### config.mk
export PLATFORM = sky130hd
export DESIGN_NAME = psu_result_flat
export DESIGN_NICKNAME = d
export VERILOG_FILES = /design/src/rtl/core/psu_pkg.sv /design/src/rtl/core/psu_if.sv /design/src/rtl/core/psu_result.sv /design/src/flat_wrapper.sv
export SDC_FILE = /design/constraint.sdc
export NUM_CORES = 1
export LEC_CHECK = 0
export BUFFER_PORTS_ARGS = -buffer_cell sky130_fd_sc_hd__buf_4
export CELL_PAD_IN_SITES_DETAIL_PLACEMENT = 0
export CELL_PAD_IN_SITES_GLOBAL_PLACEMENT = 2
export CORE_UTILIZATION = 24
export DETAILED_ROUTE_END_ITERATION = 7
export GPL_TIMING_DRIVEN = 0
export PLACE_DENSITY_LB_ADDON = 0.1
export SYNTH_ARGS = -nofsm -noshare
export SYNTH_HDL_FRONTEND = slang
export SYNTH_SLANG_ARGS = --single-unit
### constraint.sdc
create_clock -name clk -period 2.1 [get_ports clk]
set_clock_uncertainty 0.05 [all_clocks]
set_input_delay 0.315 -clock clk [delete_from_list [all_inputs] [get_ports clk]]
set_output_delay 0.315 -clock clk [all_outputs]
set_load 0.01 [all_outputs]
### src/rtl/core/psu_pkg.sv
// psu_pkg: shared types and constants of the png scanline pixel unpacker
// used by psu_issue, psu_result and the top level of rtl/core; depends on nothing

package psu_pkg;

	localparam int LINE_W   = 14;
	localparam int CFG_W    = 14;
	localparam int CIDX_W   = 2;
	localparam int RGB_W    = 24;

	// register indexes of the configuration port
	localparam logic [CIDX_W-1:0] REG_COLOR_TYPE      = 2'd0;
	localparam logic [CIDX_W-1:0] REG_BIT_DEPTH       = 2'd1;
	localparam logic [CIDX_W-1:0] REG_LINE_WIDTH      = 2'd2;
	localparam logic [CIDX_W-1:0] REG_PALETTE_ENTRIES = 2'd3;

	// colour types
	localparam logic [2:0] CT_GRAY       = 3'd0;
	localparam logic [2:0] CT_RGB        = 3'd2;
	localparam logic [2:0] CT_PALETTE    = 3'd3;
	localparam logic [2:0] CT_GRAY_ALPHA = 3'd4;
	localparam logic [2:0] CT_RGBA       = 3'd6;

	// input functions
	localparam logic FUNC_DATA      = 1'b0;
	localparam logic FUNC_PAL_WRITE = 1'b1;

	// error codes
	localparam logic [1:0] ERR_OK    = 2'd0;
	localparam logic [1:0] ERR_PAL   = 2'd1;
	localparam logic [1:0] ERR_UNSUP = 2'd2;

	localparam logic [7:0] ALPHA_OPAQUE = 8'd255;

	typedef struct packed {
		logic [2:0]  color_type;
		logic [3:0]  bit_depth;
		logic [13:0] line_width;
		logic [8:0]  palette_entries;
	} cfg_t;

	typedef struct packed {
		logic [7:0] r;
		logic [7:0] g;
		logic [7:0] b;
		logic [7:0] a;
		logic       use_pal;
		logic       pal_vld;
		logic       line_end;
		logic       last;
		logic [1:0] err;
	} pix_meta_t;

endpackage

### src/rtl/core/psu_if.sv


interface psu_out_if;
	logic       valid;
	logic       ready;
	logic [7:0] red;
	logic [7:0] green;
	logic [7:0] blue;
	logic [7:0] alpha;
	logic       line_end;
	logic       last_of_run;
	logic [1:0] error_code;

	modport source (output valid, red, green, blue, alpha, line_end, last_of_run, error_code,
		input ready);
	modport sink (input valid, red, green, blue, alpha, line_end, last_of_run, error_code,
		output ready);
endinterface

### src/rtl/core/psu_result.sv
// psu_result: result register and palette colour selection onto the pixel channel
// depends on psu_pkg and psu_if; takes registered palette data from psu_ram

module psu_result (
	input  logic                      clk,
	input  logic                      arst_n,
	input  logic                      emit,
	input  psu_pkg::pix_meta_t        meta,
	output logic                      take,
	input  logic [psu_pkg::RGB_W-1:0] pal_rgb,
	psu_out_if.source                 pixels
);

	logic               valid_s1;
	psu_pkg::pix_meta_t meta_s1;
	logic               pal_hit;

	assign take    = !valid_s1 || pixels.ready;
	assign pal_hit = meta_s1.use_pal && meta_s1.pal_vld;

	always_ff @(posedge clk or negedge arst_n) begin
		if (!arst_n) begin
			valid_s1 <= 1'b0;
		end else if (take) begin
			valid_s1 <= emit;
		end
	end

	always_ff @(posedge clk) begin
		if (take && emit) begin
			meta_s1 <= meta;
		end
	end

	assign pixels.valid       = valid_s1;
	assign pixels.red         = meta_s1.use_pal ? (pal_hit ? pal_rgb[23:16] : '0) : meta_s1.r;
	assign pixels.green       = meta_s1.use_pal ? (pal_hit ? pal_rgb[15:8] : '0) : meta_s1.g;
	assign pixels.blue        = meta_s1.use_pal ? (pal_hit ? pal_rgb[7:0] : '0) : meta_s1.b;
	assign pixels.alpha       = meta_s1.a;
	assign pixels.line_end    = meta_s1.line_end;
	assign pixels.last_of_run = meta_s1.last;
	assign pixels.error_code  = meta_s1.err;

	a_err_legal: assert property (@(posedge clk) disable iff (!arst_n)
		pixels.valid |-> (pixels.error_code == psu_pkg::ERR_OK ||
		pixels.error_code == psu_pkg::ERR_PAL || pixels.error_code == psu_pkg::ERR_UNSUP))
		else $error("illegal error code on pixel channel");

	a_line_end_last: assert property (@(posedge clk) disable iff (!arst_n)
		(pixels.valid && pixels.line_end) |-> pixels.last_of_run)
		else $error("line end without last of run");

	a_unsup_blank: assert property (@(posedge clk) disable iff (!arst_n)
		(pixels.valid && pixels.error_code == psu_pkg::ERR_UNSUP) |->
		(pixels.red == '0 && pixels.alpha == '0 && pixels.last_of_run && !pixels.line_end))
		else $error("unsupported type result not blank");

	a_pal_err_black: assert property (@(posedge clk) disable iff (!arst_n)
		(pixels.valid && pixels.error_code == psu_pkg::ERR_PAL) |->
		(pixels.red == '0 && pixels.green == '0 && pixels.blue == '0 &&
		pixels.alpha == psu_pkg::ALPHA_OPAQUE))
		else $error("palette range error pixel not opaque black");

endmodule

### src/flat_wrapper.sv
// flat-port wrapper written by rule: the top's interface ports become plain ports
module psu_result_flat 
  (clk, arst_n, emit, meta, take, pal_rgb, pixels_valid, pixels_red, pixels_green, pixels_blue, pixels_alpha, pixels_line_end, pixels_last_of_run, pixels_error_code, pixels_ready);
  psu_out_if pixels_i ();
  input  logic clk;
  input  logic arst_n;
  input  logic emit;
  input  psu_pkg::pix_meta_t meta;
  output logic take;
  input  logic [psu_pkg::RGB_W-1:0] pal_rgb;
  output wire logic [$bits(pixels_i.valid)-1:0] pixels_valid;
  output wire logic [$bits(pixels_i.red)-1:0] pixels_red;
  output wire logic [$bits(pixels_i.green)-1:0] pixels_green;
  output wire logic [$bits(pixels_i.blue)-1:0] pixels_blue;
  output wire logic [$bits(pixels_i.alpha)-1:0] pixels_alpha;
  output wire logic [$bits(pixels_i.line_end)-1:0] pixels_line_end;
  output wire logic [$bits(pixels_i.last_of_run)-1:0] pixels_last_of_run;
  output wire logic [$bits(pixels_i.error_code)-1:0] pixels_error_code;
  input wire logic [$bits(pixels_i.ready)-1:0] pixels_ready;
  assign pixels_valid = pixels_i.valid;
  assign pixels_red = pixels_i.red;
  assign pixels_green = pixels_i.green;
  assign pixels_blue = pixels_i.blue;
  assign pixels_alpha = pixels_i.alpha;
  assign pixels_line_end = pixels_i.line_end;
  assign pixels_last_of_run = pixels_i.last_of_run;
  assign pixels_error_code = pixels_i.error_code;
  assign pixels_i.ready = pixels_ready;
  psu_result u_core (.clk(clk), .arst_n(arst_n), .emit(emit), .meta(meta), .take(take), .pal_rgb(pal_rgb), .pixels(pixels_i));
endmodule
# After elaboration in Yosys (flattened, before gate mapping)
# Cells that the tools add are included.
# totals
memories,0
ram_bits,0
reg_bits,39
rom_bits,0
word_cells,20
in_bits,66
latch_bits,0
output_inout_bits,38
# op_classes
n_addsub,0
bitwise,0
multipliers,0
mux,6
shift,0
eq_ne,0
reduce_logical,4
order_cmp,0
n_div,0
# ops
op,n
2-to-1 mux 8 bit,6
logical AND 1 bit,2
logical NOT 1 bit,1
logical OR 1 bit,1

# Longest topological paths before layout
# logic_depth
ltp_word,3
ltp_mapped,4
ltp_nobuf,2

# Worst setup path after synthesis
# Ideal clock, no wire load.
# synth_path
path_type,reg-to-reg
from,register u_core.valid_s1 (netlist: u_core.pixels.valid)
to,"register u_core.meta_s1[14] (netlist bit), enable pin"
required_time_ps,1651
arrival_time_ps,1523
path_buffers,0
setup_time_ps,399
period_less_slack_ps,1972
path_stages_with_launch,3
slack_ps,128
cell_sequence,dfrtp_1 nand2b_1 and2_1
# synth_via
elab_chain_cells,3
# synth_rtl
element,line_no,rtl
"start, declared",psu_result.sv:14,logic valid_s1;
"start signal, assigned",psu_result.sv:25,valid_s1 <= emit;
logical NOT 1 bit,psu_result.sv:18,assign take = !valid_s1 || pixels.ready;
logical OR 1 bit,psu_result.sv:18,
named net take,flat_wrapper.sv:9,output logic take;
logical AND 1 bit,psu_result.sv:30,if (take && emit) begin
"end signal, assigned",psu_result.sv:31,meta_s1 <= meta;
"end, declared",psu_result.sv:15,psu_pkg::pix_meta_t meta_s1;
# The timed path passes the listed nets, and every way through them passes these cells.
# A chain may end at the register's enable or synchronous reset.

# Worst setup path after layout
# layout_path
from,register u_core.meta_s1[5] (netlist bit)
to,output port pixels_green[4]
# layout_via
elab_chain_cells,3
# layout_rtl
element,line_no,rtl
logical AND 1 bit,psu_result.sv:19,assign pal_hit = meta_s1.use_pal && meta_s1.pal_vld;
2-to-1 mux 8 bit,psu_result.sv:37,assign pixels.green = meta_s1.use_pal ? (pal_hit ? pal_rgb[15:8] : '0) : meta_s1.g;
2-to-1 mux 8 bit (*),psu_result.sv:37,
"end, declared",flat_wrapper.sv:13,output wire logic [$bits(pixels_i.green)-1:0] pixels_green;
# Every way passes the cells marked *; elsewhere a longest branch is shown, timed or not.

==> metrics.json <==
{
  "clock_network": {
    "clk_transition_reported_paths_ns": 0.08,
    "insertion_delay_ns": 0.28,
    "htreeDepth": 2,
    "ctsRootBufferMaster": "clkbuf_8",
    "cts_tree": "yes",
    "cts.path.max_buffers": 2,
    "cts_made_buffers": 5,
    "cts_num_sinks": 39
  },
  "run": {
    "cap_viol_max_count": 0
  },
  "logic_synthesis": {
    "synth_top_family_by_area": "buffers and inverters",
    "post_synth_inst_count": 131,
    "synth_simple_gate_area_share_pct": 8.41,
    "syn_area_per_cell_sq_um": 12.6,
    "yosys.area_share.adder_pct": 0,
    "synth.lib_cells_used.distinct": 12,
    "synth.yosys.seq_area_share_pct": 70.6,
    "post_synth_xor_area_fraction_pct": 0,
    "yosys_register_bits": 39,
    "synth-compound-area-share_pct": 7.27,
    "synth.net_count": 197,
    "muxShareOfSynthArea_pct": 0,
    "yosysWarnings": 0,
    "mappedNetlistArea_sq_mm": 0.00165
  },
  "drt": {
    "routed_wl_um": 3970,
    "route.vias.total": 1305,
    "route.detailed.drc": 6,
    "drt-vias-per-instance": 4.08,
    "post_drt_wl_per_cell_um": 12.4,
    "drt.antenna.violating_nets": 0,
    "number_of_violations_reported_at_the_end_of_detailed_routing_iteration_0": 55,
    "drtPass1Iterations": 6
  },
  "worst_setup_path": {
    "cp_data_arrival_time_ns": 1.33,
    "crit_path_slowest_cell": "edfxtp_1",
    "worst_path_most_repeated_cell": "buf_4",
    "timing.critical_path.from_type": "flop",
    "cp_data_required_time_ns": 1.74,
    "critPathMaxStageDelay_ns": 0.40,
    "path_max_fanout": 10,
    "path_class": "flop to output pin",
    "end_kind": "output pin",
    "cp_cell_sequence": "buf_4 > buf_6 > nand3_1 > o21ai_0 > buf_4"
  },
  "floorplanning": {
    "die_area_sq_mm": 0.00722,
    "floorplan.die.height_um": 85.0,
    "placementRows": 29,
    "core_area_sq_mm": 0.00649,
    "ioPinCount": 104,
    "die_w_um": 85.0,
    "start_util_pct": 25.4
  },
  "sta": {
    "setup-tns-final_ns": 0,
    "grt_setup_unrepaired": "no",
    "layout_worst_path_cycle_share_pct": 80.5,
    "fmax_mhz": 592,
    "timing_max_transition_violations_final": 0,
    "fin_crit_ns": 1.69,
    "max-slew-margin-rel_pct": 40.3,
    "holdWs_ns": 0.146,
    "timing.final.setup_violations": 0,
    "finalHoldViolations": 0,
    "worst_pin_slew_ns": 0.896
  },
  "global_route": {
    "globalRouteTotalUtil_pct": 11.8,
    "grt_antenna_before_repair": 0,
    "grt_pass1_vias": 1308,
    "grt_start_max_net_pins": 39,
    "grt.overflow.total": 0,
    "grt_pass1_wl_um": 6370
  },
  "place": {
    "gpl.final_weighted_congestion": 0.638,
    "place.port_buffers": 103,
    "dpl-instance-area_sq_mm": 0.00252,
    "post-dp-hpwl_um": 2970
  },
  "power_and_ir_drop": {
    "report.power.total_uw": 1820,
    "netSwitchingFraction_pct": 21.6,
    "power.switching_uw": 392,
    "clkPwrFrac_pct": 33.5,
    "power.share.sequential_pct": 50.5,
    "combPwrFrac_pct": 16.1,
    "ir_drop_uv": 333,
    "leakage_uw": 0.00121,
    "power_density_mw_per_mm2": 689,
    "internal-power_uw": 1430
  },
  "status": {
    "failed_checks": "design-rule violations",
    "run_status": "complete, but fails checks"
  },
  "cells_and_area": {
    "final_design_area_no_fill_sq_mm": 0.00264,
    "finish.utilization_pct": 40.6,
    "drive_above_1_share_pct": 52.3,
    "areaGrowthSynthToFinish_pct": 59.8,
    "num-nets-final": 308,
    "antenna_cells_inserted": 0
  },
  "hold_path": {
    "hold_path.class": "input pin to flop"
  }
}
## worst max-delay path: cells and delay by family, from the launching register on
kind / cells / cell delay (ns)
AO/OA/AOI/OAI: 1 / 0.08
buffers and inverters: 3 / 0.50
flip-flops: 1 / 0.40
AND/OR/NAND/NOR: 1 / 0.06
## layer usage
metal / vias up / track usage, % / part of all wire [%]
met5: - / 0 / 0
met2: 60 / 19.3 / 50
li1: 662 / - / -
met3: 2 / 4.57 / 10
met1: 581 / 13.9 / 39
met4: 0 / 4.62 / 0.83
## synthesized netlist by cell type
cell / number / area (sq um)
and2_1: 1 / 6.26
dfrtp_1: 1 / 25.0
nand2b_1: 2 / 12.5
buf_6: 4 / 45.0
o21ai_1: 7 / 35.0
buf_2: 1 / 5.00
o21ai_0: 17 / 85.1
nand3_1: 24 / 120
clkbuf_1: 1 / 3.75
edfxtp_1: 38 / 1140
buf_4: 11 / 82.6
inv_1: 24 / 90.1
## through the flow
stage / setup WS, ns / instances
final: 0.409 / 320
after detailed placement: 0.354 / 311
after global routing: 0.251 / 320
after floorplan: 0.128 / 131
after CTS: 0.360 / 320
after global placement: -0.301 / 311
## layout by cell type (no fill, tap or decap)
| cell | instances |
|---|---|
| o21ai_1 | 7 |
| clkinv_1 | 1 |
| nand2b_1 | 2 |
| dfrtp_1 | 1 |
| buf_6 | 4 |
| bufinv_16 | 1 |
| o21ai_0 | 17 |
| clkbuf_8 | 5 |
| dlygate4sd3_1 | 1 |
| and2_2 | 1 |
| buf_4 | 114 |
| clkbuf_1 | 1 |
| clkinv_2 | 1 |
| inv_1 | 24 |
| nand3_1 | 24 |
| edfxtp_1 | 38 |
| buf_2 | 1 |
## state kept, by name, indices dropped and copies added, names as in the netlist
| register | cells |
|---|---|
| u_core.pixels.line_end | 1 |
| u_core.meta_s1 | 26 |
| u_core.pixels.error_code | 2 |
| u_core.pixels.valid | 1 |
| u_core.pixels.alpha | 8 |
| u_core.pixels.last_of_run | 1 |
## timing repair
item,CTS,global route
gates resized for setup,0,0
endpoints found under the setup margin,0,0
hold buffers,1,0
buffers inserted,0,0
hold endpoints to repair,1,0
## cell type report
type,instances,area [sq um]
buffer,17,136
clock buffer,5,68.8
clock inverter,3,38.8
fill,665,3850
inverter,24,90.1
multi-input combinational,51,260
sequential,39,1170
tap,77,96.3
timing repair buffer,104,783
## kinds of logic after synthesis
kind of cell           Yosys count
buffers and inverters           41
DFF                             39
and+or+nand+nor                 27
AOI/OAI and AO/OA               24
## worst paths after layout
| check | cells after the start | to | start | slack (ns) |
|---|---|---|---|---|
| max in group asynchronous | 2 | u_core.pixels.valid | arst_n | 1.64 |
| worst min register to register | 2 | u_core.pixels.valid | u_core.pixels.valid | 0.51 |
| min in group asynchronous | 2 | u_core.pixels.valid | arst_n | 0.28 |
| worst max-delay path | 5 | pixels_green[4] | u_core.meta_s1[5] | 0.41 |
| worst min-delay path | 1 | u_core.pixels.alpha[0] | meta[6] | 0.15 |
| worst max register to register | 2 | u_core.meta_s1[5] | u_core.pixels.valid | 0.41 |
## power groups by stage
stage / Combinational (uW) / Sequential [uW] / Clock [uW]
after floorplan: 108 / 935 / 0
after detailed placement: 297 / 935 / 0
after CTS: 299 / 918 / 631
after global placement: 295 / 936 / 0
final: 292 / 917 / 609
after global routing: 322 / 922 / 664
(Power assumes the default switching activity.)
