===== config.mk =====
export PLATFORM = sky130hd
export DESIGN_NAME = psu_issue_flat
export DESIGN_NICKNAME = d
export VERILOG_FILES = /design/src/rtl/core/psu_pkg.sv /design/src/rtl/core/psu_if.sv /design/src/rtl/core/psu_issue.sv /design/src/flat_wrapper.sv
export SDC_FILE = /design/constraint.sdc
export NUM_CORES = 1
export LEC_CHECK = 0
export ABC_AREA = 1
export BUFFER_PORTS_ARGS = -buffer_cell sky130_fd_sc_hd__clkbuf_2
export CELL_PAD_IN_SITES_DETAIL_PLACEMENT = 0
export CELL_PAD_IN_SITES_GLOBAL_PLACEMENT = 1
export CORE_ASPECT_RATIO = 1.75
export CORE_MARGIN = 2
export CORE_UTILIZATION = 46
export DETAILED_ROUTE_END_ITERATION = 8
export PLACE_DENSITY_LB_ADDON = 0.1
export SLEW_MARGIN = 20
export SYNTH_ARGS = -nofsm -noshare
export SYNTH_HDL_FRONTEND = slang
export SYNTH_SLANG_ARGS = --single-unit

===== constraint.sdc =====
create_clock -name clk -period 5.35 [get_ports clk]
set_input_delay 1.07 -clock clk [delete_from_list [all_inputs] [get_ports clk]]
set_output_delay 1.07 -clock clk [all_outputs]
set_load 0.05 [all_outputs]

===== src/rtl/core/psu_pkg.sv =====
// psu_pkg: shared types and constants of the png scanline pixel unpacker
// used by psu_issue, psu_result and the top level of rtl/core; depends on nothing

package psu_pkg;

	localparam int LINE_W   = 14;
	localparam int CFG_W    = 14;
	localparam int CIDX_W   = 2;
	localparam int RGB_W    = 24;

	// register indexes of the configuration port
	localparam logic [CIDX_W-1:0] REG_COLOR_TYPE      = 2'd0;
	localparam logic [CIDX_W-1:0] REG_BIT_DEPTH       = 2'd1;
	localparam logic [CIDX_W-1:0] REG_LINE_WIDTH      = 2'd2;
	localparam logic [CIDX_W-1:0] REG_PALETTE_ENTRIES = 2'd3;

	// colour types
	localparam logic [2:0] CT_GRAY       = 3'd0;
	localparam logic [2:0] CT_RGB        = 3'd2;
	localparam logic [2:0] CT_PALETTE    = 3'd3;
	localparam logic [2:0] CT_GRAY_ALPHA = 3'd4;
	localparam logic [2:0] CT_RGBA       = 3'd6;

	// input functions
	localparam logic FUNC_DATA      = 1'b0;
	localparam logic FUNC_PAL_WRITE = 1'b1;

	// error codes
	localparam logic [1:0] ERR_OK    = 2'd0;
	localparam logic [1:0] ERR_PAL   = 2'd1;
	localparam logic [1:0] ERR_UNSUP = 2'd2;

	localparam logic [7:0] ALPHA_OPAQUE = 8'd255;

	typedef struct packed {
		logic [2:0]  color_type;
		logic [3:0]  bit_depth;
		logic [13:0] line_width;
		logic [8:0]  palette_entries;
	} cfg_t;

	typedef struct packed {
		logic [7:0] r;
		logic [7:0] g;
		logic [7:0] b;
		logic [7:0] a;
		logic       use_pal;
		logic       pal_vld;
		logic       line_end;
		logic       last;
		logic [1:0] err;
	} pix_meta_t;

endpackage


===== src/rtl/core/psu_if.sv =====
// psu_if: valid/ready channel interfaces for input items and output pixels
// depends on nothing

interface psu_in_if;
	logic        valid;
	logic        ready;
	logic        func;
	logic [7:0]  data_byte;
	logic [7:0]  palette_index;
	logic [23:0] palette_rgb;

	modport source (output valid, func, data_byte, palette_index, palette_rgb, input ready);
	modport sink (input valid, func, data_byte, palette_index, palette_rgb, output ready);
endinterface



===== src/rtl/core/psu_issue.sv =====
// psu_issue: input register, sub-byte unpacking, sample assembly and line position
// depends on psu_pkg and psu_if; drives the palette ram and the result stage

module psu_issue #(
	parameter int MAX_LINE_PIXELS = 8192,
	parameter int PALETTE_DEPTH   = 256
) (
	input  logic                             clk,
	input  logic                             arst_n,
	input  psu_pkg::cfg_t                    cfg,
	input  logic                             restart,
	psu_in_if.sink                           items,
	input  logic                             take,
	output logic                             emit,
	output psu_pkg::pix_meta_t               meta,
	output logic                             pal_wr_en,
	output logic [$clog2(PALETTE_DEPTH)-1:0] pal_wr_addr,
	output logic [psu_pkg::RGB_W-1:0]        pal_wr_data,
	output logic                             pal_rd_en,
	output logic [$clog2(PALETTE_DEPTH)-1:0] pal_rd_addr
);

	localparam int AW    = $clog2(PALETTE_DEPTH);
	localparam int PIX_W = $clog2(MAX_LINE_PIXELS + 1);
	localparam int CW    = (PIX_W > psu_pkg::LINE_W) ? PIX_W : psu_pkg::LINE_W;

	logic                      s0_valid_q;
	logic                      func_q;
	logic [7:0]                byte_q;
	logic [7:0]                pidx_q;
	logic [psu_pkg::RGB_W-1:0] prgb_q;
	logic [2:0]                pos_q;
	logic [PIX_W-1:0]          pil_q;
	logic [23:0]               sbuf_q;
	logic [1:0]                scnt_q;
	logic [PALETTE_DEPTH-1:0]  pal_vld_q;

	logic [CW-1:0]   eff_width;
	logic [CW-1:0]   pil_next;
	logic            le;
	logic [8:0]      limit;
	logic [2:0]      sh;
	logic [7:0]      shifted;
	logic [7:0]      v;
	logic            last_pos;
	logic [2:0]      need;
	logic            complete;
	logic            is_sub;
	logic            is_multi;
	logic            emits;
	logic            consume;
	logic            advance;
	logic            step;
	logic            accept;

	assign eff_width = (cfg.line_width == '0) ? CW'(1) :
		((CW'(cfg.line_width) > CW'(MAX_LINE_PIXELS)) ? CW'(MAX_LINE_PIXELS) :
		CW'(cfg.line_width));
	assign pil_next = CW'(pil_q) + CW'(1);
	assign le       = (pil_next >= eff_width);
	assign limit    = (cfg.palette_entries > 9'(PALETTE_DEPTH)) ? 9'(PALETTE_DEPTH) :
		cfg.palette_entries;

	assign is_sub   = (cfg.color_type == psu_pkg::CT_GRAY) ||
		(cfg.color_type == psu_pkg::CT_PALETTE);
	assign is_multi = (cfg.color_type == psu_pkg::CT_RGB) ||
		(cfg.color_type == psu_pkg::CT_GRAY_ALPHA) || (cfg.color_type == psu_pkg::CT_RGBA);

	always_comb begin
		priority case (cfg.bit_depth)
			4'd1: begin
				sh       = pos_q;
				last_pos = (pos_q == 3'd7);
			end
			4'd2: begin
				sh       = {pos_q[1:0], 1'b0};
				last_pos = (pos_q == 3'd3);
			end
			4'd4: begin
				sh       = {pos_q[0], 2'b00};
				last_pos = (pos_q == 3'd1);
			end
			default: begin
				sh       = 3'd0;
				last_pos = 1'b1;
			end
		endcase
	end

	assign shifted = byte_q << sh;

	always_comb begin
		priority case (cfg.bit_depth)
			4'd1:    v = {7'd0, shifted[7]};
			4'd2:    v = {6'd0, shifted[7:6]};
			4'd4:    v = {4'd0, shifted[7:4]};
			default: v = shifted;
		endcase
	end

	always_comb begin
		priority if (cfg.color_type == psu_pkg::CT_RGB) begin
			need = 3'd3;
		end else if (cfg.color_type == psu_pkg::CT_GRAY_ALPHA) begin
			need = 3'd2;
		end else begin
			need = 3'd4;
		end
	end
	assign complete = ({1'b0, scnt_q} + 3'd1) >= need;

	always_comb begin
		meta          = '0;
		meta.a        = psu_pkg::ALPHA_OPAQUE;
		meta.err      = psu_pkg::ERR_OK;
		meta.line_end = 1'b0;
		meta.last     = 1'b1;
		emits         = 1'b1;
		consume       = 1'b1;
		advance       = 1'b0;
		if (func_q == psu_pkg::FUNC_PAL_WRITE) begin
			emits = 1'b0;
		end else if (is_sub) begin
			advance       = 1'b1;
			meta.line_end = le;
			meta.last     = le || last_pos;
			consume       = le || last_pos;
			if (cfg.color_type == psu_pkg::CT_GRAY) begin
				meta.r = v;
				meta.g = v;
				meta.b = v;
			end else if ({1'b0, v} < limit) begin
				meta.use_pal = 1'b1;
				meta.pal_vld = pal_vld_q[v[AW-1:0]];
			end else begin
				meta.err = psu_pkg::ERR_PAL;
			end
		end else if (is_multi) begin
			emits         = complete;
			advance       = complete;
			meta.line_end = le;
			priority if (cfg.color_type == psu_pkg::CT_RGB) begin
				meta.r = sbuf_q[15:8];
				meta.g = sbuf_q[7:0];
				meta.b = byte_q;
			end else if (cfg.color_type == psu_pkg::CT_GRAY_ALPHA) begin
				meta.r = sbuf_q[7:0];
				meta.g = sbuf_q[7:0];
				meta.b = sbuf_q[7:0];
				meta.a = byte_q;
			end else begin
				meta.r = sbuf_q[23:16];
				meta.g = sbuf_q[15:8];
				meta.b = sbuf_q[7:0];
				meta.a = byte_q;
			end
		end else begin
			meta.a   = '0;
			meta.err = psu_pkg::ERR_UNSUP;
		end
	end

	assign emit        = s0_valid_q && emits;
	assign step        = s0_valid_q && (take || !emits);
	assign items.ready = !s0_valid_q || (step && consume);
	assign accept      = items.valid && items.ready;

	assign pal_wr_en   = step && (func_q == psu_pkg::FUNC_PAL_WRITE) &&
		({1'b0, pidx_q} < 9'(PALETTE_DEPTH));
	assign pal_wr_addr = pidx_q[AW-1:0];
	assign pal_wr_data = prgb_q;
	assign pal_rd_en   = emit && take;
	assign pal_rd_addr = v[AW-1:0];

	always_ff @(posedge clk) begin
		if (accept) begin
			func_q <= items.func;
			byte_q <= items.data_byte;
			pidx_q <= items.palette_index;
			prgb_q <= items.palette_rgb;
		end
	end

	always_ff @(posedge clk or negedge arst_n) begin
		if (!arst_n) begin
			s0_valid_q <= 1'b0;
			pos_q      <= '0;
			pil_q      <= '0;
			sbuf_q     <= '0;
			scnt_q     <= '0;
			pal_vld_q  <= '0;
		end else begin
			if (accept) begin
				s0_valid_q <= 1'b1;
				pos_q      <= '0;
			end else if (step && consume) begin
				s0_valid_q <= 1'b0;
			end else if (step) begin
				pos_q <= pos_q + 3'd1;
			end
			if (pal_wr_en) begin
				pal_vld_q[pidx_q[AW-1:0]] <= 1'b1;
			end
			if (restart) begin
				pil_q  <= '0;
				sbuf_q <= '0;
				scnt_q <= '0;
			end else if (step && func_q == psu_pkg::FUNC_DATA) begin
				if (advance) begin
					pil_q <= le ? '0 : pil_next[PIX_W-1:0];
				end
				if (is_multi) begin
					if (complete) begin
						sbuf_q <= '0;
						scnt_q <= '0;
					end else begin
						sbuf_q <= {sbuf_q[15:0], byte_q};
						scnt_q <= scnt_q + 2'd1;
					end
				end
			end
		end
	end

endmodule


===== src/flat_wrapper.sv =====
// flat-port wrapper written by rule: the top's interface ports become plain ports
module psu_issue_flat 
#(
	parameter int MAX_LINE_PIXELS = 8192,
	parameter int PALETTE_DEPTH   = 256
)
  (clk, arst_n, cfg, restart, take, emit, meta, pal_wr_en, pal_wr_addr, pal_wr_data, pal_rd_en, pal_rd_addr, items_valid, items_func, items_data_byte, items_palette_index, items_palette_rgb, items_ready);
  psu_in_if items_i ();
  input  logic clk;
  input  logic arst_n;
  input  psu_pkg::cfg_t cfg;
  input  logic restart;
  input  logic take;
  output logic emit;
  output psu_pkg::pix_meta_t meta;
  output logic pal_wr_en;
  output logic [$clog2(PALETTE_DEPTH)-1:0] pal_wr_addr;
  output logic [psu_pkg::RGB_W-1:0] pal_wr_data;
  output logic pal_rd_en;
  output logic [$clog2(PALETTE_DEPTH)-1:0] pal_rd_addr;
  input wire logic [$bits(items_i.valid)-1:0] items_valid;
  input wire logic [$bits(items_i.func)-1:0] items_func;
  input wire logic [$bits(items_i.data_byte)-1:0] items_data_byte;
  input wire logic [$bits(items_i.palette_index)-1:0] items_palette_index;
  input wire logic [$bits(items_i.palette_rgb)-1:0] items_palette_rgb;
  output wire logic [$bits(items_i.ready)-1:0] items_ready;
  assign items_i.valid = items_valid;
  assign items_i.func = items_func;
  assign items_i.data_byte = items_data_byte;
  assign items_i.palette_index = items_palette_index;
  assign items_i.palette_rgb = items_palette_rgb;
  assign items_ready = items_i.ready;
  psu_issue #(.MAX_LINE_PIXELS(MAX_LINE_PIXELS), .PALETTE_DEPTH(PALETTE_DEPTH)) u_core (.clk(clk), .arst_n(arst_n), .cfg(cfg), .restart(restart), .items(items_i), .take(take), .emit(emit), .meta(meta), .pal_wr_en(pal_wr_en), .pal_wr_addr(pal_wr_addr), .pal_wr_data(pal_wr_data), .pal_rd_en(pal_rd_en), .pal_rd_addr(pal_rd_addr));
endmodule

Yosys cells after proc, flatten, opt, wreduce, memory -nomap -nowiden --
Index checks and enable logic that the tools add are counted.
Cells by class: $add $sub $neg 4, $lt $le $gt $ge 8, equality and inequality tests 11, shift-type cells 1, multiplexer cells 55, bitwise gates (word level) 2, reduce and logical (&&, ||, !) cells 26
Operators with widths (count):
- $or 256x256->256 | 1
- $mux 24 | 8
- $mux 14 | 6
- $mux 38 | 1
- $mux 32 | 1
- $mux 8 | 3
- $pmux 8 s3 | 1
- $mux 2 | 10
- $lt 8x9->1 const B | 2
- $mux 1 | 15
- $mux 3 | 5
- $add 14x1->14 const B | 1
- $ge 14x14->1 | 1
- $gt 14x14->1 const B | 1
- $logic_not 14->1 | 1
- $reduce_bool 2->1 | 5
- $eq 3x2->1 const B | 3
- $eq 3x3->1 const B | 3
- $gt 9x9->1 const B | 1
- $lt 8x9->1 | 1
- $mux 9 | 1
- $pmux 3 s3 | 1
- $bmux 1 s8 | 1
- $demux 1 s8 | 1
- 18 further kinds | 33
Word-level totals: register bits after elaboration 341, bits of input ports 76, output and inout port bits 82, word-level logic and storage cells 117

Longest topological paths before layout --
Gate-level depths: netlist of run 1.
depth in word-level cells 15, mapped depth 26, depth with buffers taken out 26

Worst setup path before layout of run 1 --
No wires, ideal clock.
path kind input-to-output, start point in cfg[26] (netlist bit), end point out meta[4] (netlist bit), arrival time 5.247 ns, required time 4.280 ns, path slack -0.967 ns, stages 18, buffers on the path 2, cells stage by stage nor2_2 buf_2 nand3_1 nand2_1 nor2_1 nand3_1 and2_1 inv_1 o21ai_2 clkbuf_1 ha_1 nand2_1 o21ai_0 a221oi_1 nand2_1 nor2_1 nand2_1 nor2_1
RTL lines:
- from (decl) | RTL line flat_wrapper.sv:11 | input psu_pkg::cfg_t cfg;
- to (decl) | RTL line flat_wrapper.sv:15 | output psu_pkg::pix_meta_t meta;

==> results of run 1 <==
report_power, final:
group / total, mW / switching [mW] / internal, mW
combinational: 1.14 / 0.763 / 0.372
clock: 2.55 / 1.04 / 1.51
sequential: 2.85 / 0.0779 / 2.78
flip-flops by register name, summed over array words and instances (netlist names), 2 cells and up:
register / count
u_core.pos_q: 3
u_core.pal_wr_data: 24
u_core.pil_q: 14
u_core.byte_q: 8
u_core.pal_wr_addr: 8
u_core.scnt_q: 2
u_core.sbuf_q: 24
u_core.pal_vld_q: 256
cell families after synthesis:
| family | Yosys count | share of synthesized area, % |
|---|---|---|
| buf+inv | 306 | 7.35 |
| fa+ha+maj | 27 | 2.04 |
| compound gates | 467 | 17.9 |
| mux | 1 | 0.0604 |
| flops | 341 | 52.7 |
| simple gates | 732 | 19.3 |
| xor+xnor | 11 | 0.581 |
worst paths after layout:
kind	from	to	slack [ns]	cells past startpoint
min reg2reg	u_core.pal_vld_q[23]	u_core.pal_vld_q[23]	0.45	2
min	arst_n	u_core.pal_vld_q[243]	0.41	1
max	cfg[23]	meta[4]	0.24	23
min in group clk	u_core.pal_vld_q[23]	u_core.pal_vld_q[23]	0.45	2
max in group asynchronous	arst_n	u_core.pal_vld_q[55]	3.62	3
max reg2reg	u_core.pil_q[2]	u_core.pal_wr_data[14]	1.61	21
placed cells by master, fill, tap and decap left out, drive strengths merged:
| cell | n |
|---|---|
| nand2 | 321 |
| nor4 | 4 |
| buf | 77 |
| and2 | 1 |
| inv | 202 |
| a22o | 7 |
| nor3 | 9 |
| a221oi | 1 |
| xor2 | 10 |
| dfrtp | 300 |
| a21o | 1 |
| xnor2 | 1 |
| a211oi | 6 |
| o211ai | 28 |
| nand4 | 13 |
| nand3 | 300 |
| bufinv | 4 |
| edfxtp | 41 |
| mux2i | 1 |
| nand3b | 1 |
| or2 | 3 |
| nor2 | 80 |
| clkbuf | 200 |
| clkinvlp | 2 |
| clkinv | 10 |
| ha | 27 |
| o21bai | 187 |
| a21oi | 69 |
| o21ai | 147 |
| o22ai | 21 |
timing repair:
item	CTS	global route
endpoints found under the setup margin	1	2
gates cloned	0	2
resized for setup	1	21
buffers inserted	2	6
pin swaps	1	6
worst max-delay path: cells and delay by family:
family	cells	cell delay, ns
AOI/OAI and AO/OA	2	0.41
buffers and inverters	6	0.85
and+or+nand+nor	15	1.68
per-layer routing:
metal / vias up / share of wire (%)
met5: - / 0
met4: 0 / 4.3
met3: 126 / 5.0
met2: 437 / 52
met1: 7083 / 39
li1: 6704 / -
through the flow:
step	hold WS [ns]	power (mW)	cell area (um2)	utilization [%]
floorplan	0.424	3.58	16600	-
global route	0.429	6.81	19600	54.8
global placement	0.437	3.98	18200	50.8
finish	0.410	6.54	19600	54.8
CTS	0.456	6.56	19400	54.2
detailed placement	0.442	4.00	18200	50.8
area by class of cell:
type | count | area share [%]
Tap cell | 470 | 3.00
Sequential cell | 341 | 44.5
Clock inverter | 15 | 0.944
Clock buffer | 46 | 5.10
Multi-Input combinational cell | 1238 | 34.3
Timing Repair Buffer | 231 | 8.29
Inverter | 203 | 3.88
==> metrics.yaml, run 1 <==
cts-root-buf: "sky130_fd_sc_hd__clkbuf_16"
via_count_of_the_first_global_routing_pass: 14200
library_cells_used_by_synthesis: 37
drt_pass1_iterations: 5
cts_hold_repair.buffers: 0
numPortBuffers: 157
coreArea_mm2: 0.0358
post_synth_main_area_contributors: "sky130_fd_sc_hd__dfrtp_1 45%, sky130_fd_sc_hd__nand3_1 9.0%, sky130_fd_sc_hd__o21bai_1 8.5%"
drt_iter0_drc: 938
total_grt_overflow: 0
critical_path.endpoint_type: "primary output"
peak_clock_frequency_supported_by_timing_mhz: 196
post_synth_most_frequent_cells: "321 x sky130_fd_sc_hd__nand2_1, 300 x sky130_fd_sc_hd__dfrtp_1, 299 x sky130_fd_sc_hd__nand3_1, 193 x sky130_fd_sc_hd__inv_1, 187 x sky130_fd_sc_hd__o21bai_1"
crit_path_max_fanout: 20
area_growth_syn_to_layout_pct: 18.4
boundaryPins: 158
clock_sink_count: 341
cp_data_required_time_ns: 4.28
detail-route-antenna-nets: 0
timing.final.ws_setup_ns: 0.244
synthesis.nets: 1988
fill_cells: 3309
floorplan.initialDensity_pct: 46.3
net_count_reported_at_finish: 2153
worst_path_max_delay_cell: "sky130_fd_sc_hd__o21ai_4"
time_the_worst_path_needs_with_i_o_delays_and_setup_ns: 5.11
viasPerCell: 5.64
post-synth-top-area-cell: "sky130_fd_sc_hd__dfrtp_1"
area_of_the_die_mm2: 0.0376
post-synth-top-count-cell: "sky130_fd_sc_hd__nand2_1"
synth_sequential_area_ratio_pct: 52.7
place_congestion: 0.873
ir_drop_mv: 0.290
placedCellCount: 2472
postSynth.asyncResetShare_pct: 88.0
place_ws_ns: -0.0816
gr-usage-met1_pct: 33.0
synth_ff_type: "sky130_fd_sc_hd__dfrtp_1"
clock_tree.buffer_depth: 3
synth.avg_cell_area_um2: 8.79
final_cells: 2544
detail_route.wl_per_cell_um: 20.6
routed-via-count: 14400
p_per_area_mw_per_mm2: 333
setup-violations-final: 0
std_cell_rows: 92
hp-class: "input port to async pin"
yosysWarningCount: 0
cts.clk_slew.worst_paths_ns: 0.06
fin_skew_ns: 0.0172
fin_setup_tns_ns: 0
synth.cell_area_mm2: 0.0166
layout-drive-gt1-share_pct: 15.7
antenna_found_initial: 0
grt_use_met2_pct: 50.7
grtUsageMet3_pct: 4.01
grt_first_pass_wirelength_um: 81000
netlist_instances: 1885
cts_tree: "built"
cts_max_level: 2
multi_input_comb_area_mm2: 0.00672
worst_skew_pair.late_latency_ns: 0.53
detailed_place_hpwl_um: 34100
slew_headroom_pct: 15.9
grt_util_all_layers_pct: 28.0
setup.worst_path.start_class: "input port"
outcome: "finished, final reports clean"
numCtsBuffers: 35
worst_path_most_repeated_cell: "sky130_fd_sc_hd__nand3_1"
endpoints_failing_hold: 0
slew_viol_final: 0
actual_slew_at_the_worst_max_slew_pin_ns: 1.26
drc: 0
die_w_um: 147
diodes: 0
max_stage_delay_ns: 0.32
final-seq-area_mm2: 0.00874
cp_data_arrival_time_ns: 4.04
layer_with_the_highest_usage_after_global_routing: "met2"
synth_top_area_share_pct: 45.3
cp_cell_sequence: "clkbuf_2 > inv_2 > nor2_4 > buf_4 > nand4_1 > nand3_1 > nand3_1 > nand3_1 > nand2_1 > o21ai_4 > buf_6 > buf_12 > nand2_1 > o211ai_1 > nand3_1 > nand3_1 > nand2_1 > nor2_1 > nor2_1 > nor2_2 > nor2_1 > nor2_2 > buf_12"
synth_edf_count: 41
synth.ff_latch_count: 341
layout_worst_path_cycle_share_pct: 95.4
largest_net_degree_at_the_start_of_global_routing: 131
power_leakage_nw: 9.13
routed_wirelength_um: 52300
die_height_um: 255
maxCapViolCount: 0
criticalPathCategory: "input port to primary output"
No activity file was read; power rests on OpenSTA's default activity.
==> inputs of run 2 (changes only) <==
CORE_UTILIZATION = 38   (was 46)
==> metrics.yaml, run 2 (synthesis gave the netlist of run 1 again) <==
ir_drop_mv: 0.259
diodes: 0
numCtsBuffers: 37
routed_wirelength_um: 56800
via_count_of_the_first_global_routing_pass: 14900
area_growth_syn_to_layout_pct: 19.5
setup_slack_of_the_most_critical_reg_to_reg_path_ns: 1.40
slew_viol_final: 0
maxCapViolCount: 0
worst_skew_pair.late_latency_ns: 0.55
setup-violations-final: 0
peak_clock_frequency_supported_by_timing_mhz: 197
time_the_worst_path_needs_with_i_o_delays_and_setup_ns: 5.07
place_ws_ns: 0.131
reg2reg_depth: 21
cp.buffers_inverters: 6
cts_tree: "built"
final_cells: 2639
viasPerCell: 5.44
cts-root-buf: "sky130_fd_sc_hd__clkbuf_16"
layout-drive-gt1-share_pct: 15.4
cts.clk_slew.worst_paths_ns: 0.06
endpoints_failing_hold: 0
fill_cells: 4370
whs_path_depth: 2
drt_pass1_iterations: 5
net_count_reported_at_finish: 2149
power_leakage_nw: 9.14
hold_slack_ns: 0.455
grt_util_all_layers_pct: 25.3
clock_sink_count: 341
p_per_area_mw_per_mm2: 341
floorplan.initialDensity_pct: 38.3
grt_first_pass_wirelength_um: 87800
postLayoutCellArea_mm2: 0.0198
cts_hold_repair.buffers: 0
worst_path_max_delay_cell: "sky130_fd_sc_hd__o21ai_1"
cp_cell_sequence: "clkbuf_2 > nor2_4 > buf_4 > nand4_1 > nand2_1 > inv_1 > o21ai_1 > nand3_1 > nand3_1 > nand2_4 > buf_4 > clkbuf_16 > o211ai_1 > nand3_1 > nand3_1 > nand3_1 > nand3_1 > nand2_1 > nor2_2 > nor2_1 > nor2_2 > buf_12"
critical_path.reg2reg.endpoint: "u_core.pal_wr_data[9]"
criticalPathCategory: "input port to primary output"
critical_path.endpoint_type: "primary output"
leading_cell_type_in_the_layout_fill_and_taps_excluded: "sky130_fd_sc_hd__nand2_1"
largest-register: "u_core.pal_vld_q"
coreArea_mm2: 0.0432
holdCritStartpoint: "u_core.pal_vld_q[31]"
die_height_um: 280
layout.cells.most_common_list: "316 x sky130_fd_sc_hd__nand2_1, 300 x sky130_fd_sc_hd__dfrtp_1, 299 x sky130_fd_sc_hd__nand3_1"
numPortBuffers: 157
launch_point_of_the_worst_reg_to_reg_path: "u_core.pil_q[2]"
crit_path_max_fanout: 27
drc: 0
largest_net_degree_at_the_start_of_global_routing: 117
setup.worst_path.start_class: "input port"
placed_area_mm2: 0.0184
actual_slew_at_the_worst_max_slew_pin_ns: 1.15
detail-route-antenna-nets: 0
std_cell_rows: 101
max_stage_delay_ns: 0.22
area_of_the_die_mm2: 0.0454
layout_worst_path_cycle_share_pct: 94.8
boundaryPins: 158
fin_skew_ns: 0.0255
place_congestion: 0.927
cp_data_arrival_time_ns: 4.00
die_w_um: 162
detailed_place_hpwl_um: 37500
worstHoldEndpoint: "u_core.pal_vld_q[31]"
cp_data_required_time_ns: 4.28
cpLargestDelayFamily: "simple AND/OR/NAND/NOR gates"
grt_setup_unrepaired: "no"
routed-via-count: 14400
worst_path_most_repeated_cell: "sky130_fd_sc_hd__nand3_1"
drt_iter0_drc: 868
clock_tree.buffer_depth: 3
placedCellCount: 2570
antenna_found_initial: 0
total_grt_overflow: 0
hp-class: "flip-flop to flip-flop"
timing.final.ws_setup_ns: 0.277
detail_route.wl_per_cell_um: 21.5
outcome: "finished, final reports clean"
cts_max_level: 2
number_of_flip_flops_under_the_largest_register_name: 256
slew_headroom_pct: 23.0
-- run 2: worst max path at each step --
stage / startpoint / endpoint / cells past startpoint
after floorplan: cfg[26] / meta[4] / 16
after global placement: cfg[15] / items_ready / 22
after detailed placement: cfg[26] / meta[4] / 23
after CTS: u_core.pil_q[2] / items_ready / 20
after global routing: cfg[15] / items_ready / 22
final: cfg[26] / meta[4] / 22
-- run 2: what timing repair did --
item                       CTS  global route
gates resized for setup      0            23
setup buffers                0             2
setup endpoints to repair    0             4
-- run 2: power by group --
group          switching (mW)  leakage (nW)  internal, mW
Sequential             0.0804          4.53          2.78
Clock                    1.10         0.628          1.64
Combinational           0.779          3.98         0.371
Total                    1.96          9.14          4.78
-- run 2: metal layers --
metal / share of wire (%) / GRT usage (%) / vias up
li1: - / - / 6695
met1: 39 / 29.6 / 7135
met2: 53 / 47.0 / 409
met3: 4.2 / 2.81 / 112
met4: 3.7 / 9.44 / 0
met5: 0 / 0 / -
-- run 2: worst register-to-register path, cell delays in order (launching register included) --
cell and delay [ns]:
sky130_fd_sc_hd__dfrtp_1 0.38, sky130_fd_sc_hd__inv_1 0.08, sky130_fd_sc_hd__nor3_2 0.27, sky130_fd_sc_hd__nand3_1 0.18, sky130_fd_sc_hd__nor2_2 0.15, sky130_fd_sc_hd__nand3_1 0.13, sky130_fd_sc_hd__nor2_2 0.16, sky130_fd_sc_hd__nand3_1 0.11
sky130_fd_sc_hd__xor2_1 0.19, sky130_fd_sc_hd__inv_1 0.07, sky130_fd_sc_hd__ha_1 0.29, sky130_fd_sc_hd__nand2_1 0.08, sky130_fd_sc_hd__nor3_1 0.18, sky130_fd_sc_hd__nand3_1 0.09, sky130_fd_sc_hd__o211ai_1 0.12, sky130_fd_sc_hd__buf_4 0.21
sky130_fd_sc_hd__nor2_1 0.09, sky130_fd_sc_hd__inv_2 0.08, sky130_fd_sc_hd__a21oi_1 0.08, sky130_fd_sc_hd__buf_4 0.15, sky130_fd_sc_hd__nor2_4 0.28, sky130_fd_sc_hd__buf_12 0.25
-- run 2: through the flow --
step / setup TNS (ns) / power [mW] / utilization, %
after CTS: 0 / 6.79 / 45.6
after global routing: 0 / 7.02 / 45.8
after global placement: 0 / 4.02 / 42.6
final: 0 / 6.75 / 45.8
after detailed placement: 0 / 4.04 / 42.6
after floorplan: -0.486 / 3.58 / -
-- run 2: final cells by class --
type	instances	area (um2)	area share [%]
inverter	203	764	3.86
tap	566	708	3.58
clock buffer	48	1020	5.14
clock inverter	18	254	1.28
sequential	341	8740	44.1
timing repair buffer	225	1630	8.21
multi-input combinational	1238	6700	33.8
